## src/hw/rtl/pid_pkg.sv

```systemverilog
package pid_pkg;

  // register indexes (word address = 4 * index)
  localparam int CFG_AW = 5;
  localparam logic [2:0] REG_MODE      = 3'd0;
  localparam logic [2:0] REG_KP        = 3'd1;
  localparam logic [2:0] REG_KI        = 3'd2;
  localparam logic [2:0] REG_KD        = 3'd3;
  localparam logic [2:0] REG_MAX_OUT   = 3'd4;
  localparam logic [2:0] REG_INT_LIMIT = 3'd5;

  localparam logic MODE_POS  = 1'b0;
  localparam logic MODE_INC  = 1'b1;
  localparam logic CMD_CLEAR = 1'b1;

  localparam logic signed [31:0] INT32_MAX = 32'sh7fff_ffff;
  localparam logic signed [31:0] INT32_MIN = 32'sh8000_0000;

  typedef struct packed {
    logic        mode;
    logic [31:0] kp;
    logic [31:0] ki;
    logic [31:0] kd;
    logic [30:0] max_out;
    logic [30:0] int_limit;
  } cfg_t;

  // saturated gain products of one item
  typedef struct packed {
    logic        clr;
    logic [31:0] p;
    logic [31:0] i;
    logic [31:0] d;
  } prod_t;

  // clamp a wide sum to +-lim
  function automatic logic signed [31:0] clamp_mag(input logic signed [33:0] v,
                                                   input logic [30:0] lim);
    logic signed [33:0] hi;
    logic signed [33:0] lo;
    hi = $signed({3'b000, lim});
    lo = -hi;
    if (v > hi) begin
      return hi[31:0];
    end else if (v < lo) begin
      return lo[31:0];
    end else begin
      return v[31:0];
    end
  endfunction

endpackage

```

## src/hw/rtl/pid_cfg_regs.sv

```systemverilog
module pid_cfg_regs (
  input  logic                      clk,
  input  logic                      rst_n,
  input  logic                      cfg_psel,
  input  logic                      cfg_penable,
  input  logic                      cfg_pwrite,
  input  logic [pid_pkg::CFG_AW-1:0] cfg_paddr,
  input  logic [31:0]               cfg_pwdata,
  output logic [31:0]               cfg_prdata,
  output logic                      cfg_pready,
  output pid_pkg::cfg_t             cfg
);

  pid_pkg::cfg_t cfg_r;
  logic          wr_en;
  logic [2:0]    idx;

  assign cfg_pready = 1'b1;
  assign wr_en      = cfg_psel & cfg_penable & cfg_pwrite;
  assign idx        = cfg_paddr[4:2];
  assign cfg        = cfg_r;

  always_ff @(posedge clk) begin
    if (!rst_n) begin
      cfg_r <= '0;
    end else if (wr_en) begin
      unique case (idx)
        pid_pkg::REG_MODE:      cfg_r.mode      <= cfg_pwdata[0];
        pid_pkg::REG_KP:        cfg_r.kp        <= cfg_pwdata;
        pid_pkg::REG_KI:        cfg_r.ki        <= cfg_pwdata;
        pid_pkg::REG_KD:        cfg_r.kd        <= cfg_pwdata;
        pid_pkg::REG_MAX_OUT:   cfg_r.max_out   <= cfg_pwdata[30:0];
        pid_pkg::REG_INT_LIMIT: cfg_r.int_limit <= cfg_pwdata[30:0];
        default: ;
      endcase
    end
  end

  always_comb begin
    unique case (idx)
      pid_pkg::REG_MODE:      cfg_prdata = {31'd0, cfg_r.mode};
      pid_pkg::REG_KP:        cfg_prdata = cfg_r.kp;
      pid_pkg::REG_KI:        cfg_prdata = cfg_r.ki;
      pid_pkg::REG_KD:        cfg_prdata = cfg_r.kd;
      pid_pkg::REG_MAX_OUT:   cfg_prdata = {1'b0, cfg_r.max_out};
      pid_pkg::REG_INT_LIMIT: cfg_prdata = {1'b0, cfg_r.int_limit};
      default:                cfg_prdata = 32'd0;
    endcase
  end

endmodule

```

## config.mk

```make
export PLATFORM = sky130hd
export DESIGN_NAME = pid_cfg_regs
export DESIGN_NICKNAME = d
export VERILOG_FILES = /design/src/hw/rtl/pid_pkg.sv /design/src/hw/rtl/pid_cfg_regs.sv
export SDC_FILE = /design/constraint.sdc
export NUM_CORES = 1
export LEC_CHECK = 0
export ABC_AREA = 1
export ABC_CLOCK_PERIOD_IN_PS = 1000
export BUFFER_PORTS_ARGS = -buffer_cell sky130_fd_sc_hd__buf_2
export CAP_MARGIN = 20
export CELL_PAD_IN_SITES_DETAIL_PLACEMENT = 1
export CELL_PAD_IN_SITES_GLOBAL_PLACEMENT = 1
export CORE_MARGIN = 2
export CORE_UTILIZATION = 32
export CTS_BUF_LIST = sky130_fd_sc_hd__clkbuf_2 sky130_fd_sc_hd__clkbuf_4 sky130_fd_sc_hd__clkbuf_8
export CTS_CLUSTER_DIAMETER = 80
export DETAILED_ROUTE_END_ITERATION = 6
export PLACE_DENSITY = 0.86
export SYNTH_ARGS = -nofsm -noshare
export SYNTH_HDL_FRONTEND = slang
export SYNTH_SLANG_ARGS = --single-unit
```

## constraint.sdc

```tcl
create_clock -name clk -period 1 [get_ports clk]
set_clock_uncertainty 0.05 [all_clocks]
set_input_delay 0 -clock clk [delete_from_list [all_inputs] [get_ports clk]]
set_output_delay 0 -clock clk [all_outputs]
set_load 0.005 [all_outputs]
```

After elaboration in Yosys (flattened, before gate mapping)
Cells that the tools add are included.
Storage, ports and cells
  bits in registers: 159
  bits of input ports: 42
  output and inout port bits: 192
  word-level logic and storage cells: 21
Cells by class
  eq/ne operators: 5
  muxes and demuxes: 1
  bitwise operators: 2
  reductions and logical operators: 7
Operators with widths (number)
  32-bit one-hot mux with 6 select lines: 1
  2-bit AND reduction: 6
  3-bit by 2-bit == test with 1-bit output, second input constant: 2
  3-bit == test, second input constant: 2
  3-bit by 1-bit == test with 1-bit output, second input constant: 1
  3-bit logical NOT: 1
  1-bit AND: 2

Longest topological paths before layout
  depth in word-level cells: 3
  gate-level depth with buffers: 8
  gate-level depth less buffers: 7

Worst setup path before layout
Ideal clock, no wire load.
  path kind: input to register
  from: in cfg_paddr[3] (netlist name)
  to: reg cfg_r (netlist bit cfg[151])
  library setup time: 0.113 ns
  arrival: 0.884 ns
  required time: 0.837 ns
  path slack: -0.047 ns
  stages: 8
  buffers on the path: 2
  path through: buf_2 -> inv_2 -> nand2_1 -> nor2_4 -> buf_2 -> nand3_1 -> nand2_1 -> nor2_1
Between the ends
  cells in the longest elaborated chain, start to end: 2
RTL lines
  from (decl): RTL line pid_cfg_regs.sv:7  | input logic [pid_pkg::CFG_AW-1:0] cfg_paddr,
  3-bit by 1-bit == test with 1-bit output: RTL line pid_cfg_regs.sv:27  | unique case (idx)
  2-bit AND reduction (no source line)
  to (decl): RTL line pid_cfg_regs.sv:14  | pid_pkg::cfg_t cfg_r;
No other way between the ends.
A chain may end at the register's enable or synchronous reset.

Final worst setup path
  from: reg cfg_r (netlist bit cfg[91])
  to: out cfg_prdata[29]
Between the ends
  cells in the longest elaborated chain, start to end: 1
RTL lines
  32-bit one-hot mux with 6 select lines: RTL line pid_cfg_regs.sv:40  | unique case (idx)
  to (decl): RTL line pid_cfg_regs.sv:9  | output logic [31:0] cfg_prdata,
No other way between the ends.

==> impl_metrics.yaml <==
critical_path:
  worstPathArrival_ns: 1.35
  slowest_delay_ns: 0.36
  startpoint_type: "flip-flop"
  reg2reg_depth: 5
  end_kind: "primary output"
  critPathMaxFanout: 2
  cp_cell_sequence: "inv_2 -> nor2_2 -> nor2_1 -> nand3_1 -> buf_2"
  cp_num_buf_inv: 2
  rr_endpoint: "cfg[14]"
  cpLargestDelayFamily: "flip-flops"
  critical_path_class: "reg2out"
  r2r_setup_slack_ns: -0.01
  crit_required_ns: 0.95
  slowest_stage: "dfxtp_2"
  reg2reg_from: "cfg[14]"
placed_design:
  io_buffers: 230
  gp_congestion: 0.802
  dpl_cell_area_um2: 9680
  dp_hpwl_um: 21100
status:
  status: "finished with violations"
  violations: "setup timing"
clock_tree:
  cts_buffers: 17
  cts-root-buf: "clkbuf_8"
  clockBufferDepth: 2
  htree_levels: 4
  clkTransAtPathRegs_ns: 0.11
  cts_sinks: 159
  clk_latency_ns: 0.47
  cts_tree: "yes"
job:
  drv_cap: 0
yosys:
  syn_inst: 1282
  ys_warn_count: 0
  synth.distinct_cells: 18
  yosysSeqAreaShare_pct: 40.8
  syn_area_um2: 7790
  ys_ff_latch: 159
  avgSynthCellArea_um2: 6.08
  syn_nets: 1324
die:
  die_h_um: 160
  ioPinCount: 234
  core_area_um2: 24100
  die_w_um: 160
  initial_core_util_pct: 32.3
  num_rows: 57
  die_area_um2: 25600
sta:
  report.final.slew_viol_count: 0
  finalSetupViolCount: 157
  rsz0062_at_grt: "true"
  fin_crit_sh_pct: 140
  fin_crit_ns: 1.40
  final-hold-violation-count: 0
  worst_slack_ns: -0.404
  fmax_mhz: 712
finish:
  syn2layout_area_growth_pct: 69.7
  final_cell_mix: "nor2_1, nand2_1, buf_6"
  finalInstanceArea_um2: 13200
  final_util_pct: 54.9
  final_nets: 1721
  layout_commonest_cell: "nor2_1"
  layout-drive-gt1-share_pct: 42.4
  largest_register_ffs: 159
power_and_ir_drop:
  powerDensity_nw_per_um2: 1050
  power.leakage_uw: 0.00617
  power_uw: 13900
  ir_worst_vdd_mv: 1.02
global_routing:
  use_met2_pct: 55.1
  grt_usage_pct: 29.7
  antenna_found_initial: 2
  grt_pass1_vias: 11015
  grt_max_degree: 81
  grt_use_met1_pct: 31.5
  grt-busiest-layer: "met2"
  grt_pass1_wl_um: 59900
  use_met3_pct: 6.34
  grt_overflow_total: 0
min_path:
  hold_path.class: "in2reg"
  min-delay-start: "cfg_paddr[2]"
  holdPathStages: 6
  hold_path_end: "cfg[135]"
drt:
  drc: 0
  wl_per_cell_um: 22.3
  drt_iter0_drc: 744
  postRouteAntennaNets: 0
  first_pass_iters: 5
  vias_per_cell: 5.35
  drt_wl_total_um: 44900
  num_vias: 10800
-- cell families (layout without fill, tap and decap cells) --
group / Yosys count / count (layout) / synth area share [%]
AOI/OAI and AO/OA: 1 / 1 / 0.0642
buffers and inverters: 211 / 621 / 11.0
other: 1 / 2 / 0.0481
DFF: 159 / 159 / 40.8
and+or+nand+nor: 910 / 910 / 48.1
-- cells in the mapped netlist (all sizes together) --
cell type / instances / area (um^2)
and3: 1 / 6.26
buf: 59 / 284
nor2: 419 / 1600
clkbuf: 26 / 97.6
a21oi: 1 / 5.00
nand2: 294 / 1100
conb: 1 / 3.75
nand3: 162 / 828
dfxtp: 159 / 3180
inv: 126 / 473
nand4: 34 / 213
-- worst max-delay path by stage --
| stage | from | endpoint | slack, ns | cells past startpoint |
|---|---|---|---|---|
| final | cfg[91] | cfg_prdata[29] | -0.40 | 5 |
| after global routing | cfg[84] | cfg_prdata[22] | -0.45 | 5 |
| after floorplan | cfg_paddr[3] | cfg[151] | -0.02 | 8 |
| after CTS | cfg[62] | cfg_prdata[0] | -0.35 | 5 |
| after detailed placement | cfg_pwrite | cfg[103] | -0.23 | 7 |
| after global placement | cfg_pwrite | cfg[72] | -0.19 | 7 |
-- layout make-up --
cell class / count / area, um^2
sequential: 159 / 3400
timing repair buffer: 463 / 4540
fill: 3041 / 10900
multi-input combinational: 912 / 3990
clock inverter: 15 / 185
tap: 324 / 405
antenna: 1 / 2.50
inverter: 126 / 474
clock buffer: 17 / 234
-- worst register-to-register path: cells and delay by family (launching register included) --
family                 cells  cell delay, ns
flip-flops                 1            0.35
buffers and inverters      3            0.37
AND/OR/NAND/NOR            2            0.14
-- per-stage QoR --
step	setup slack, ns	cells	hold slack [ns]	setup TNS, ns
floorplan	-0.0187	1282	0.155	-0.922
global placement	-0.188	1802	0.316	-26.71
global route	-0.455	2016	0.161	-27.13
finish	-0.404	2017	0.154	-20.58
detailed placement	-0.231	1802	0.325	-31.72
CTS	-0.350	1964	0.102	-16.81
-- per-layer routing --
layer  vias to the layer above  part of all wire [%]
li1                       4694                     -
met1                      5304                    36
met2                       591                    51
met3                       209                   6.7
met4                         2                   6.0
met5                         -                 0.036
-- where the power goes --
part           internal (uW)  switching, uW
clock network           2510           2950
registers               6400           81.3
logic                    767           1140
-- what timing repair did --
item                       CTS  global route
gates cloned                 0             2
buffers inserted            97            99
setup endpoints to repair  191           195
hold buffers                33             0
hold endpoints to repair   159             0
pin swaps                   58            59
gates resized for setup    370           171
No activity file was read; power rests on OpenSTA's default activity.
