--- config.mk ---
export PLATFORM = sky130hd
export DESIGN_NAME = pid_accum_stage
export DESIGN_NICKNAME = d
export VERILOG_FILES = /design/src/hw/rtl/pid_pkg.sv /design/src/hw/rtl/pid_accum_stage.sv
export SDC_FILE = /design/constraint.sdc
export NUM_CORES = 1
export LEC_CHECK = 0
export BUFFER_PORTS_ARGS = -buffer_cell sky130_fd_sc_hd__buf_2
export CAP_MARGIN = 20
export CELL_PAD_IN_SITES_DETAIL_PLACEMENT = 1
export CELL_PAD_IN_SITES_GLOBAL_PLACEMENT = 2
export CORE_MARGIN = 2
export CORE_UTILIZATION = 33
export DETAILED_ROUTE_END_ITERATION = 8
export PLACE_DENSITY = 0.82
export SKIP_CTS_REPAIR_TIMING = 1
export SKIP_LAST_GASP = 1
export SLEW_MARGIN = 30
export SYNTH_ARGS = -nofsm -noshare
export SYNTH_HDL_FRONTEND = slang
export SYNTH_SLANG_ARGS = --single-unit
--- constraint.sdc ---
create_clock -name clk -period 17.25 [get_ports clk]
set_input_delay 3.45 -clock clk [delete_from_list [all_inputs] [get_ports clk]]
set_output_delay 3.45 -clock clk [all_outputs]
set_load 0.02 [all_outputs]
--- src/hw/rtl/pid_pkg.sv ---
package pid_pkg;

  // register indexes (word address = 4 * index)
  localparam int CFG_AW = 5;
  localparam logic [2:0] REG_MODE      = 3'd0;
  localparam logic [2:0] REG_KP        = 3'd1;
  localparam logic [2:0] REG_KI        = 3'd2;
  localparam logic [2:0] REG_KD        = 3'd3;
  localparam logic [2:0] REG_MAX_OUT   = 3'd4;
  localparam logic [2:0] REG_INT_LIMIT = 3'd5;

  localparam logic MODE_POS  = 1'b0;
  localparam logic MODE_INC  = 1'b1;
  localparam logic CMD_CLEAR = 1'b1;

  localparam logic signed [31:0] INT32_MAX = 32'sh7fff_ffff;
  localparam logic signed [31:0] INT32_MIN = 32'sh8000_0000;

  typedef struct packed {
    logic        mode;
    logic [31:0] kp;
    logic [31:0] ki;
    logic [31:0] kd;
    logic [30:0] max_out;
    logic [30:0] int_limit;
  } cfg_t;

  // saturated gain products of one item
  typedef struct packed {
    logic        clr;
    logic [31:0] p;
    logic [31:0] i;
    logic [31:0] d;
  } prod_t;

  // clamp a wide sum to +-lim
  function automatic logic signed [31:0] clamp_mag(input logic signed [33:0] v,
                                                   input logic [30:0] lim);
    logic signed [33:0] hi;
    logic signed [33:0] lo;
    hi = $signed({3'b000, lim});
    lo = -hi;
    if (v > hi) begin
      return hi[31:0];
    end else if (v < lo) begin
      return lo[31:0];
    end else begin
      return v[31:0];
    end
  endfunction

endpackage

--- src/hw/rtl/pid_accum_stage.sv ---
module pid_accum_stage (
  input  logic               clk,
  input  logic               rst_n,
  input  pid_pkg::cfg_t      cfg,
  input  logic               in_vld,
  output logic               in_ready,
  input  pid_pkg::prod_t     prod,
  output logic               out_vld,
  input  logic               out_ready,
  output logic signed [31:0] drive,
  output logic signed [31:0] integral
);

  logic               out_vld_r;
  logic signed [31:0] integral_r;
  logic signed [31:0] last_drive_r;   // doubles as the output data register

  logic               adv;
  logic signed [33:0] i_sum, d_sum;
  logic signed [31:0] i_clamp, i_term, integral_nxt, drive_nxt;

  assign in_ready = !out_vld_r || out_ready;
  assign adv      = in_vld && in_ready;

  always_comb begin
    i_sum   = 34'(integral_r) + 34'($signed(prod.i));
    i_clamp = pid_pkg::clamp_mag(i_sum, cfg.int_limit);
    if (cfg.mode == pid_pkg::MODE_INC) begin
      i_term = $signed(prod.i);
      d_sum  = 34'(last_drive_r) + 34'($signed(prod.p)) + 34'(i_term)
             + 34'($signed(prod.d));
    end else begin
      i_term = i_clamp;
      d_sum  = 34'($signed(prod.p)) + 34'(i_term) + 34'($signed(prod.d));
    end
    if (prod.clr) begin
      integral_nxt = '0;
      drive_nxt    = '0;
    end else begin
      integral_nxt = i_term;
      drive_nxt    = pid_pkg::clamp_mag(d_sum, cfg.max_out);
    end
  end

  always_ff @(posedge clk) begin
    if (!rst_n) begin
      out_vld_r    <= 1'b0;
      integral_r   <= '0;
      last_drive_r <= '0;
    end else begin
      if (adv) begin
        out_vld_r    <= 1'b1;
        integral_r   <= integral_nxt;
        last_drive_r <= drive_nxt;
      end else if (out_ready) begin
        out_vld_r <= 1'b0;
      end
    end
  end

  assign out_vld  = out_vld_r;
  assign drive    = last_drive_r;
  assign integral = integral_r;

endmodule

==> Word level (Yosys, flattened, before mapping) <==
Index checks and enable logic that the tools add are counted.
{ "classes": {"n_reduce_logical": 4, "n_addsub": 8, "order_cmp": 4, "muxes": 10} }
{ "ops": {"columns": ["cell", "n"], "rows": [
  ["$mux 32", 7],
  ["$add 32x32->33", 3],
  ["$add 33x32->34", 2],
  ["$neg 31->34", 2],
  ["$add 34x32->34", 1],
  ["$gt 34x32->1", 1],
  ["$lt 33x34->1", 1],
  ["$lt 34x34->1", 1],
  ["$mux 34", 1],
  ["$gt 33x32->1", 1],
  ["$mux 1", 2],
  ["$reduce_bool 2->1", 1],
  ["$logic_and 1x1->1", 1],
  ["$logic_not 1->1", 1],
  ["$logic_or 1x1->1", 1]
]} }
{ "word_totals": {"out_inout_bits": 66, "elab_cells": 29, "inputBits": 260, "regBits": 65} }

==> Logic depth before layout (Yosys ltp) <==
{ "logic_depth": {"depth_word": 11, "depth_mapped": 50, "ltp_nobuf": 44} }

==> Least setup slack after synthesis <==
OpenSTA, ideal clock, no wires.
{ "synth_timing": {"kind": "input -> register", "startpoint": "input prod[32] in the netlist's numbering", "endpoint": "register last_drive_r[8], in the netlist drive[8]", "setup_time_ns": 0.117, "arrival_time_ns": 13.241, "path_buffers": 4, "cell_stages": 45, "required_ns": 17.133, "path_slack_ns": 3.892, "path_cell_list": "ha_1 > fa_1 > a211oi_1 > o21ai_0 > a211oi_1 > o21ai_0 > nor2b_1 > nand4b_1 > a21oi_1 > xnor2_1 > ha_1 > nand4_1 > or3_1 > or3_1 > a31o_2 > clkbuf_1 > nand2_1 > clkbuf_1 > [... 9 more ...] > a31oi_2 > a211oi_2 > or3_1 > xor2_1 > nor2_1 > nor2_1 > ha_1 > a21o_1 > a21o_1 > a21o_1 > a21oi_1 > o21ai_0 > a22o_1 > a31oi_4 > buf_2 > mux2_2 > a32oi_1 > nand2_1"} }
{ "synth_between": {"elab_chain_cells": 11, "word_cells_on_any_way": 15, "cone_classes": "add/sub (5); order compare (4); mux (6)"} }
{ "synth_lines": {"columns": ["item", "line", "source"], "rows": [
  ["from (decl)", "pid_accum_stage.sv:7", "input pid_pkg::prod_t prod,"],
  ["$add 32x32->33", "pid_accum_stage.sv:26", "i_sum = 34'(integral_r) + 34'($signed(prod.i));"],
  ["$lt 33x34->1", "pid_pkg.sv:45", "end else if (v < lo) begin"],
  ["$mux 32", "pid_pkg.sv:45", null],
  ["$mux 32", "pid_pkg.sv:43", "if (v > hi) begin"],
  ["$add 32x32->33", "pid_accum_stage.sv:34", "d_sum = 34'($signed(prod.p)) + 34'(i_term) + 34'($signed(prod.d));"],
  ["$add 33x32->34", "pid_accum_stage.sv:34", null],
  ["$mux 34 (*)", "pid_accum_stage.sv:28", "if (cfg.mode == pid_pkg::MODE_INC) begin"],
  ["$lt 34x34->1", "pid_pkg.sv:45", null],
  ["$mux 32", "pid_pkg.sv:45", null],
  ["$mux 32 (*)", "pid_pkg.sv:43", null],
  ["$mux 32 (*)", "pid_accum_stage.sv:36", "if (prod.clr) begin"],
  ["to (signal assigned)", "pid_accum_stage.sv:54", "last_drive_r <= drive_nxt;"],
  ["to (decl)", "pid_accum_stage.sv:16", "logic signed [31:0] last_drive_r;"]
]} }
Every way passes the cells marked *; elsewhere a longest branch is shown, timed or not.
A chain may end at the register's enable or synchronous reset.

==> Worst setup path after layout <==
{ "layout_timing": {"startpoint": "input prod[32] in the netlist's numbering", "endpoint": "register last_drive_r[7], in the netlist drive[7]"} }
The elaborated chain is that of the path after synthesis.

==> results.toml <==
[floorplan]
die-height_um = 221
chipWidth_um = 221
core.rowCount = 79
core_um2 = 46500
floorplan.initialDensity = 0.333
io-pin-count = 326
die-area_um2 = 48700

[worst_setup_path]
worstPathMaxFanout = 37
critical_path.startpoint_type = "input port"
crit_buf_inv = 4
cp_data_required_time_ns = 17.49
slowest_stage = "nor4_1"
timing.critical_path.slowest_cell_delay_ns = 0.77
critical_path.most_common_cell = "ha_1"
worstPathArrival_ns = 15.64
timing_worst_setup_path_type = "input port to register"
endpoint_kind = "register"
cpLargestDelayFamily = "compound AO/OA/AOI/OAI gates"

[placed_design]
place_inst = 2709
place_worst_setup_slack_ns = 1.50
detailedPlacementHpwl_um = 51200
gpl.final_weighted_congestion = 0.919
io_buffers = 229

[yosys]
synth_fp_nets = 2512
yosysTopAreaCellShare = 0.182
synthDominantAreaCellType = "ha_1"
synth.top_cells.by_count = "ha_1, nand2_1, a21oi_1"
synth.ff_latch_count = 65
synth-seq-area-share = 0.0840
syn_area_um2 = 15500
synth_enable_flop_cells = 0
netlist_top_cells_area = "ha_1, fa_1, dfxtp_1, xnor2_1, nand2_1"
synthDistinctLibCells = 89
syn_area_per_cell_um2 = 8.03
post_synth_inst_count = 1928
yosys_warnings = 0
synth-async-reset-ratio = 0
synth_top_flop_cell = "dfxtp_1"
yosysMostFrequentCell = "ha_1"

[route]
number_of_drc_markers_in_iteration_0 = 801
first_pass_iteration_count_of_the_detailed_router = 7
wl_um = 59200
avgRoutedWirePerCell_um = 21.7
post_drt_antenna_nets = 0
post-route-drc-count = 0
routed-via-count = 15500
vias_per_cell = 5.68

[timing]
fmaxAchievable_mhz = 64.9
fin_crit_sh = 0.893
finalHoldWorstSlack_ns = 0.508
rsz_0062_raised_after_global_routing = "false"
skew_ns = 0.0106
finalMaxSlewViolations = 0
max_slew_margin = 0.416
layout_setup_ws_ns = 1.85
finalCriticalPeriod_ns = 15.40
setup_total_negative_slack_ns = 0
worstMarginPinSlew_ns = 0.869
report.final.hold_viol_count = 0
setup_viol = 0

[cts]
cts_clk_pin_slew_worst_paths_ns = 0.06
clkSinkCount = 65
clock_tree_root = "clkbuf_16"
cts_inserted_buffers = 9
clk_path_buf_depth = 2
cts-htree-levels = 3
clkLatencyLatePin_ns = 0.37
tritoncts = "built"

[power]
p_per_area_nw_per_um2 = 162
power.leakage_nw = 8.32
vdd_drop_max_mv = 0.0737
internal-power_mw = 1.27
share_comb_of_total_power = 0.857
total_switching_power_mw = 1.57
swShare = 0.554
clock_power_share = 0.062
share_of_total_power_in_sequential_cells = 0.081

[run]
max_cap_violations = 0

[layout]
syn_to_final_growth_pct = 13.0
regArea_um2 = 1300
layout-drive-gt1-share = 0.144
fillers = 5722
layoutNonFillerInstCount = 2727
multi_input_comb_area_um2 = 13400
design.final.nets = 2697

[min_path]
worst_hold_path_type = "register to register"

[global_routing]
grt_start_max_net_pins = 64
grt_first_pass_wirelength_um = 91700
grt_overflow = 0
first_global_vias = 16300
grt_antenna_before_repair = 4
grtUsageTotal = 0.244

[run_status]
outcome = "finished clean"
[metrics by stage]
step	util	area [um2]	power (mW)
global placement	0.371	17200	2.57
finish	0.377	17500	2.84
CTS	0.377	17500	2.84
detailed placement	0.371	17200	2.64
global route	0.377	17500	3.13
floorplan	-	15500	1.99
[metal layers]
layer,global-route usage,vias up,part of all wire
met5,0,-,0
met4,0.0796,0,0.026
met3,0.0169,64,0.033
met2,0.417,298,0.48
met1,0.327,7643,0.46
li1,-,7476,-
[worst reg2reg max path: cells and delay by family, from the launching register on]
family | cells | cell delay, ns
DFF | 1 | 0.32
buffers and inverters | 3 | 1.22
xor gates and xnor gates | 2 | 0.36
AOI/OAI and AO/OA | 15 | 4.42
adders and majority gates | 6 | 2.35
muxes | 2 | 0.52
and+or+nand+nor | 11 | 3.15
[layout by cell type (no fill, tap or decap), types with 15 or more instances in the layout]
cell and instances:
mux2i_1 49, nand3_1 52, mux2_2 17, and2_1 16, a22o_1 16, and3_1 16, nand2b_1 18, fa_1 99
nor3_1 31, o31ai_1 18, inv_1 135, o21ai_0 114, o211ai_1 23, xnor2_1 99, nor2_1 106, a21o_1 82
a21oi_1 136, ha_1 225, xor2_1 36, a32o_1 18, nand2_1 182, nand4_1 35, dfxtp_1 65, o21a_1 22
a211oi_1 29, a32oi_1 25, buf_4 15, buf_2 229
[cell type report]
cell class	instances	area share
Clock buffer	14	0.0151
Antenna cell	4	0.000572
Timing Repair Buffer	244	0.0719
Inverter	136	0.0292
Multi-Input combinational cell	1657	0.766
Sequential cell	65	0.0743
Tap cell	607	0.0434
[power by group through the flow]
stage          sequential, mW  clock [mW]  combinational (mW)
2_1_floorplan           0.245           0                1.75
3_3_place_gp            0.232           0                2.34
3_5_place_dp            0.234           0                2.41
4_1_cts                 0.230       0.182                2.43
5_1_grt                 0.234       0.186                2.71
6_report                0.230       0.177                2.43
[worst paths after layout]
path	from	end	slack [ns]	cells past startpoint
setup / recovery	prod[32]	drive[7]	1.85	40
setup reg to reg	integral[0]	drive[7]	4.78	39
hold / removal	integral[4]	integral[4]	0.51	2
hold reg to reg	integral[4]	integral[4]	0.51	2
[state kept, by name, summed over array words and instances, names as in the netlist]
signal    count
drive        32
out_vld       1
integral     32
[kinds of logic after synthesis]
family | synth area share
AND/OR/NAND/NOR | 0.164
multiplexers | 0.0440
buffers and inverters | 0.0531
AO/OA/AOI/OAI | 0.268
adder cells (fa/ha/maj) | 0.310
XOR/XNOR | 0.0763
flip-flops | 0.0840
Note: power is estimated with default switching activity, not from simulation.
