## src/hw/rtl/pid_pkg.sv

```systemverilog
package pid_pkg;

  // register indexes (word address = 4 * index)
  localparam int CFG_AW = 5;
  localparam logic [2:0] REG_MODE      = 3'd0;
  localparam logic [2:0] REG_KP        = 3'd1;
  localparam logic [2:0] REG_KI        = 3'd2;
  localparam logic [2:0] REG_KD        = 3'd3;
  localparam logic [2:0] REG_MAX_OUT   = 3'd4;
  localparam logic [2:0] REG_INT_LIMIT = 3'd5;

  localparam logic MODE_POS  = 1'b0;
  localparam logic MODE_INC  = 1'b1;
  localparam logic CMD_CLEAR = 1'b1;

  localparam logic signed [31:0] INT32_MAX = 32'sh7fff_ffff;
  localparam logic signed [31:0] INT32_MIN = 32'sh8000_0000;

  typedef struct packed {
    logic        mode;
    logic [31:0] kp;
    logic [31:0] ki;
    logic [31:0] kd;
    logic [30:0] max_out;
    logic [30:0] int_limit;
  } cfg_t;

  // saturated gain products of one item
  typedef struct packed {
    logic        clr;
    logic [31:0] p;
    logic [31:0] i;
    logic [31:0] d;
  } prod_t;

  // clamp a wide sum to +-lim
  function automatic logic signed [31:0] clamp_mag(input logic signed [33:0] v,
                                                   input logic [30:0] lim);
    logic signed [33:0] hi;
    logic signed [33:0] lo;
    hi = $signed({3'b000, lim});
    lo = -hi;
    if (v > hi) begin
      return hi[31:0];
    end else if (v < lo) begin
      return lo[31:0];
    end else begin
      return v[31:0];
    end
  endfunction

endpackage

```

## src/hw/rtl/pid_prod_stage.sv

```systemverilog
module pid_prod_stage #(
  parameter int SAMPLE_BITS = 16
) (
  input  logic                          clk,
  input  logic                          rst_n,
  input  pid_pkg::cfg_t                 cfg,
  input  logic                          in_valid,
  output logic                          in_ready,
  input  logic                          in_cmd,
  input  logic signed [SAMPLE_BITS-1:0] in_meas,
  input  logic signed [SAMPLE_BITS-1:0] in_setp,
  output logic                          o_vld,
  input  logic                          o_ready,
  output pid_pkg::prod_t                o_prod
);

  localparam int ERRW = SAMPLE_BITS + 1;
  localparam int OPW  = SAMPLE_BITS + 3;
  localparam int PW   = 32 + OPW;
  localparam logic signed [PW-1:0] SMAX = PW'(pid_pkg::INT32_MAX);
  localparam logic signed [PW-1:0] SMIN = PW'(pid_pkg::INT32_MIN);

  // input register
  logic                          a_vld_r;
  logic                          a_cmd_r;
  logic signed [SAMPLE_BITS-1:0] a_m_r;
  logic signed [SAMPLE_BITS-1:0] a_sp_r;

  // history of accepted samples
  logic signed [ERRW-1:0]        last_err_r;
  logic signed [SAMPLE_BITS-1:0] pm0_r;
  logic signed [SAMPLE_BITS-1:0] pm1_r;

  logic           b_vld_r;
  pid_pkg::prod_t b_r;

  logic b_free, a_adv, a_free;
  logic signed [OPW-1:0] err, op_p, op_d;
  logic signed [PW-1:0]  prod_p, prod_i, prod_d;
  pid_pkg::prod_t        b_nxt;

  function automatic logic signed [31:0] sat32(input logic signed [PW-1:0] v);
    if (v > SMAX) begin
      return pid_pkg::INT32_MAX;
    end else if (v < SMIN) begin
      return pid_pkg::INT32_MIN;
    end else begin
      return v[31:0];
    end
  endfunction

  assign b_free   = !b_vld_r || o_ready;
  assign a_adv    = a_vld_r && b_free;
  assign a_free   = !a_vld_r || b_free;
  assign in_ready = a_free;

  always_comb begin
    err = OPW'(a_sp_r) - OPW'(a_m_r);
    if (cfg.mode == pid_pkg::MODE_INC) begin
      op_p = err - OPW'(last_err_r);
      op_d = OPW'(pm1_r) - (OPW'(pm0_r) <<< 1) + OPW'(a_m_r);
    end else begin
      op_p = err;
      op_d = OPW'(pm0_r) - OPW'(a_m_r);
    end
    prod_p = PW'($signed(cfg.kp)) * PW'(op_p);
    prod_i = PW'($signed(cfg.ki)) * PW'(err);
    prod_d = PW'($signed(cfg.kd)) * PW'(op_d);
    b_nxt.clr = (a_cmd_r == pid_pkg::CMD_CLEAR);
    b_nxt.p   = sat32(prod_p);
    b_nxt.i   = sat32(prod_i);
    b_nxt.d   = sat32(prod_d);
  end

  always_ff @(posedge clk) begin
    if (!rst_n) begin
      a_vld_r <= 1'b0;
    end else if (in_valid && in_ready) begin
      a_vld_r <= 1'b1;
    end else if (a_adv) begin
      a_vld_r <= 1'b0;
    end
  end

  always_ff @(posedge clk) begin
    if (in_valid && in_ready) begin
      a_cmd_r <= in_cmd;
      a_m_r   <= in_meas;
      a_sp_r  <= in_setp;
    end
  end

  always_ff @(posedge clk) begin
    if (!rst_n) begin
      last_err_r <= '0;
      pm0_r      <= '0;
      pm1_r      <= '0;
    end else if (a_adv) begin
      if (a_cmd_r == pid_pkg::CMD_CLEAR) begin
        last_err_r <= '0;
        pm0_r      <= '0;
        pm1_r      <= '0;
      end else begin
        last_err_r <= err[ERRW-1:0];
        pm0_r      <= a_m_r;
        pm1_r      <= pm0_r;
      end
    end
  end

  always_ff @(posedge clk) begin
    if (!rst_n) begin
      b_vld_r <= 1'b0;
    end else if (a_adv) begin
      b_vld_r <= 1'b1;
    end else if (b_free) begin
      b_vld_r <= 1'b0;
    end
  end

  always_ff @(posedge clk) begin
    if (a_adv) begin
      b_r <= b_nxt;
    end
  end

  assign o_vld  = b_vld_r;
  assign o_prod = b_r;

endmodule

```

## config.mk

```make
export PLATFORM = sky130hd
export DESIGN_NAME = pid_prod_stage
export DESIGN_NICKNAME = d
export VERILOG_FILES = /design/src/hw/rtl/pid_pkg.sv /design/src/hw/rtl/pid_prod_stage.sv
export SDC_FILE = /design/constraint.sdc
export NUM_CORES = 2
export LEC_CHECK = 0
export ABC_AREA = 0
export BUFFER_PORTS_ARGS = -buffer_cell sky130_fd_sc_hd__buf_4
export CAP_MARGIN = 0
export CORE_MARGIN = 5
export CORE_UTILIZATION = 50
export CTS_CLUSTER_SIZE = 28
export DETAILED_ROUTE_END_ITERATION = 8
export HOLD_SLACK_MARGIN = 0.03
export PLACE_DENSITY = 0.68
export SLEW_MARGIN = 20
export SYNTH_ARGS = -nofsm -noshare
export SYNTH_HDL_FRONTEND = slang
export SYNTH_SLANG_ARGS = --single-unit
```

## constraint.sdc

```tcl
create_clock -name clk -period 23.5 [get_ports clk]
set_input_delay 7.05 -clock clk [delete_from_list [all_inputs] [get_ports clk]]
set_output_delay 7.05 -clock clk [all_outputs]
set_load 0.1 [all_outputs]
```

# Yosys cells after proc, flatten, opt, wreduce, memory -nomap -nowiden
# Index checks and enable logic that the tools add are counted.
# totals
reg_bits	181
input_bits	196
output_inout_bits	99
word_cells	46
# classes
addsub	5
mul	3
n_lt_le_gt_ge	6
mux	12
n_reduce_logical	8
# op_table
operator	n
$gt 51x32->1 const B	2
$lt 51x32->1 const B	2
$mul 32x19->51	2
$mux 32	3
$gt 49x32->1 const B	1
$lt 49x32->1 const B	1
$mul 32x17->49	1
$mux 19	2
$sub 16x16->17	2
$mux 16	2
$add 18x16->19	1
$sub 16x17->18	1
$sub 17x17->18	1
$mux 17	1
$mux 1	4
$reduce_bool 2->1	2
$logic_and 1x1->1	2
$logic_not 1->1	2
$logic_or 1x1->1	2

# Logic depth before layout (Yosys ltp)
# depth
ltp_word	6
depth_mapped	51
depth_no_buf	46

# Least setup slack after synthesis
# Ideal clock, no wire load.
# synth_timing
path_kind	input to register
startpoint	input port cfg[158] in the netlist's numbering
endpoint	register b_r, in the netlist o_prod[21] (data pin)
arrival_time_ns	14.893
path_slack_ns	8.341
stages	32
path_buffers	5
cell_sequence	clkbuf_1 > buf_1 > nand3b_1 > o21ai_0 > clkbuf_1 > nand2_1 > fa_1 > inv_1 > fa_1 > inv_1 > fa_1 > fa_1 > fa_1 > inv_1 > fa_1 > inv_1 > fa_1 > inv_1 > ha_1 > clkbuf_2 > nand4_1 > nor2_1 > o2111ai_1 > a31oi_1 > o2111ai_1 > a31oi_1 > xor2_1 > or4_1 > nor4bb_1 > a31o_2 > buf_2 > o21ai_0
# synth_between
elab_chain_len	4
word_cells_on_any_way	5
classes_between	mul: 1; order compare: 2; mux: 2
# synth_lines
element	line_no	text
from (decl)	pid_prod_stage.sv:6	input pid_pkg::cfg_t cfg,
$mux 19 *	pid_prod_stage.sv:59	if (cfg.mode == pid_pkg::MODE_INC) begin
$mul 32x19->51 *	pid_prod_stage.sv:68	prod_d = PW'($signed(cfg.kd)) * PW'(op_d);
$lt 51x32->1	pid_prod_stage.sv:45	end else if (v < SMIN) begin
$mux 32	pid_prod_stage.sv:45	
to (signal assigned)	pid_prod_stage.sv:123	b_r <= b_nxt;
to (decl)	pid_prod_stage.sv:35	pid_pkg::prod_t b_r;
# Mark *: on every way between the ends. The rest lies on a longest branch, timed or not.
# A chain may end at the register's enable or synchronous reset.

# Final worst setup path
# layout_timing
startpoint	input port cfg[158] in the netlist's numbering
endpoint	register b_r, in the netlist o_prod[29] (data pin)
# Same word-level chain as after synthesis.

==> impl_metrics.tcl <==
set metrics [dict create \
    core-area_um2 142000 \
    detail_route.wl_per_cell_um 19.5 \
    slowest_stage "a2111oi_4" \
    max_slew.worst_pin.slew_ns 1.01 \
    grt_pass1_vias 57500 \
    core.rowCount 138 \
    cts_made_buffers 17 \
    antenna_found_initial 10 \
    holdWs_ns 0.508 \
    drv_slew 0 \
    hold_depth 1 \
    clock-root-buffer "clkbuf_16" \
    relSlewSlack 0.324 \
    ant_nets 0 \
    fillers 12900 \
    ys_ff_latch 181 \
    yosys.area.top_type "fa_1" \
    start_util 0.504 \
    end_kind "register" \
    track_usage 0.259 \
    drc_errors 0 \
    vias 52900 \
    wl_mm 189 \
    cp_max_fo 42 \
    min-delay-start "last_err_r[15]" \
    postSynthCellCount 7835 \
    rsz0062_at_grt "false" \
    cp_common_cell "fa_1" \
    dpl.hpwl_mm 147 \
    slowest_delay_ns 0.84 \
    grt_max_degree 88 \
    layoutNonFillerInstCount 9647 \
    fin_crit_ns 17.05 \
    r2r_end "o_prod[69]" \
    path_class "primary input to register" \
    yosys_most_used_dff "edfxtp_1" \
    io_buffers 232 \
    final_cell_area_um2 75400 \
    drive_above_1_share 0.0576 \
    post_cts_resized 0 \
    synth_area_um2 71400 \
    required_ns 23.71 \
    avgSynthCellArea_um2 9.11 \
    placed_cells 9613 \
    die_area_um2 150000 \
    vias_per_cell 5.48 \
    cts.sinks 181 \
    drv_cap 0 \
    yosys_warnings 0 \
    drtIter0Drc 3327 \
    hold-path-endpoint "last_err_r[15]" \
    finalNetCount 10100 \
    gr-total-overflow 0 \
    status "completed" \
    grt_pass1_wl_mm 310 \
    synth_edf_count 130 \
    max_freq_mhz 58.6 \
    yosysMostFrequentCell "inv_1" \
    ioPinCount 295 \
    area_growth_pct 5.58 \
    r2r_cells 39 \
    fin_crit_sh 0.726 \
    ys_seq_area_frac 0.0690 \
    cts_tree "yes" \
    synth_area_leaders "fa_1, inv_1, ha_1" \
    r2r_slack_ns 9.71 \
    setup_viol 0 \
    fin_skew_ns 0.0364 \
    ctsHtreeMaxLevel 4 \
    hold_viol_final 0 \
    cts_setup_buffers 0 \
    synth_top_area_frac 0.483 \
    cp-start-kind "primary input" \
    tns_ns 0 \
    ys_types 93 \
    clkLatencyLatePin_ns 0.57 \
    clock_path_buffers 2 \
    drt-pass1-iter-count 6 \
    cp.arrival_ns 17.26 \
    async_flop_share 0 \
    gp_congestion 0.923 \
    die_height_um 388 \
    r2r_start "a_m_r[1]" \
    cts_hold_buf 0 \
    fp.dieW_um 388 \
    path_clk_slew_ns 0.10 \
    synth.net_count 10200 \
    place_area_um2 74700 \
    yosys-top-cells-count "inv_1, fa_1, nand2_1, and2_1, ha_1" \
    hold_class "register to register" \
]
critical path, delay by kind of cell:
family          cells  cell delay (ns)
compound gates      7             2.92
xor+xnor            1             0.21
buf+inv             8             1.67
fa+ha+maj           8             3.65
simple gates        8             1.69
worst max path at each step:
stage	start	endpoint	cells past startpoint
final	cfg[158]	o_prod[29]	32
after global routing	cfg[158]	o_prod[29]	32
after CTS	cfg[158]	o_prod[29]	32
after detailed placement	cfg[158]	o_prod[29]	32
after global placement	cfg[158]	o_prod[29]	31
after floorplan	cfg[158]	o_prod[21]	32
routing by layer:
| metal | share of wire | vias up | GRT usage | routed length [um] |
|---|---|---|---|---|
| li1 | - | 23200 | - | - |
| met1 | 0.41 | 27400 | 0.345 | 77200 |
| met2 | 0.49 | 1844 | 0.436 | 92000 |
| met3 | 0.073 | 348 | 0.0431 | 13800 |
| met4 | 0.029 | 6 | 0.0775 | 5500 |
| met5 | 0.00024 | - | 0 | 46 |
registers in the layout (all words and copies together), names as in the netlist:
| signal | count |
|---|---|
| a_vld_r | 1 |
| o_vld | 1 |
| pm1_r | 16 |
| pm0_r | 16 |
| o_prod | 97 |
| a_m_r | 16 |
| last_err_r | 17 |
| a_cmd_r | 1 |
| a_sp_r | 16 |
cell usage in the layout (no fill, tap or decap), types with 15 or more instances in the layout:
cell,n
nand3_1,47
and2_1,496
or3_1,38
nor2_1,136
and3_1,23
nor2b_1,189
o211ai_1,17
inv_1,1731
ha_1,458
nand4_1,32
a211oi_1,18
a21o_1,106
buf_4,291
a22oi_1,17
dfxtp_1,51
or2_2,36
clkbuf_16,17
a21boi_0,15
nor3_1,59
nand2b_1,42
fa_1,1721
o21ai_0,136
xnor2_1,126
o21ai_1,26
nor3b_1,22
xor2_1,56
nand2_1,1224
a31oi_1,23
edfxtp_1,130
a21oi_1,197
o21a_1,26
layout make-up:
cell class | count | area [um2] | share of cell area
Multi-Input combinational cell | 5517 | 58800 | 0.779
Timing Repair Buffer | 292 | 2200 | 0.0291
Clock inverter | 15 | 221 | 0.00294
Sequential cell | 181 | 4920 | 0.0653
Tap cell | 1890 | 2360 | 0.0314
Antenna cell | 2 | 5.00 | 0.0000664
Clock buffer | 17 | 425 | 0.00564
Inverter | 1733 | 6510 | 0.0863
cell families after synthesis:
group                    Yosys count  synth area share
flip-flops                       181            0.0690
XOR/XNOR                         189            0.0232
AND/OR/NAND/NOR                 2395             0.162
adder cells (fa/ha/maj)         2180             0.563
buffers and inverters           2137             0.113
AO/OA/AOI/OAI                    739            0.0682
multiplexers                      14           0.00212
stage by stage:
| stage | utilization | setup slack, ns |
|---|---|---|
| after floorplan | - | 8.34 |
| after global placement | 0.527 | 5.91 |
| after detailed placement | 0.527 | 5.89 |
| after CTS | 0.532 | 6.47 |
| after global routing | 0.532 | 5.98 |
| final | 0.532 | 6.45 |
Power is left out: the tool's default activity adds up to more than one toggle a clock period on the data nets, which glitch-free logic cannot reach.
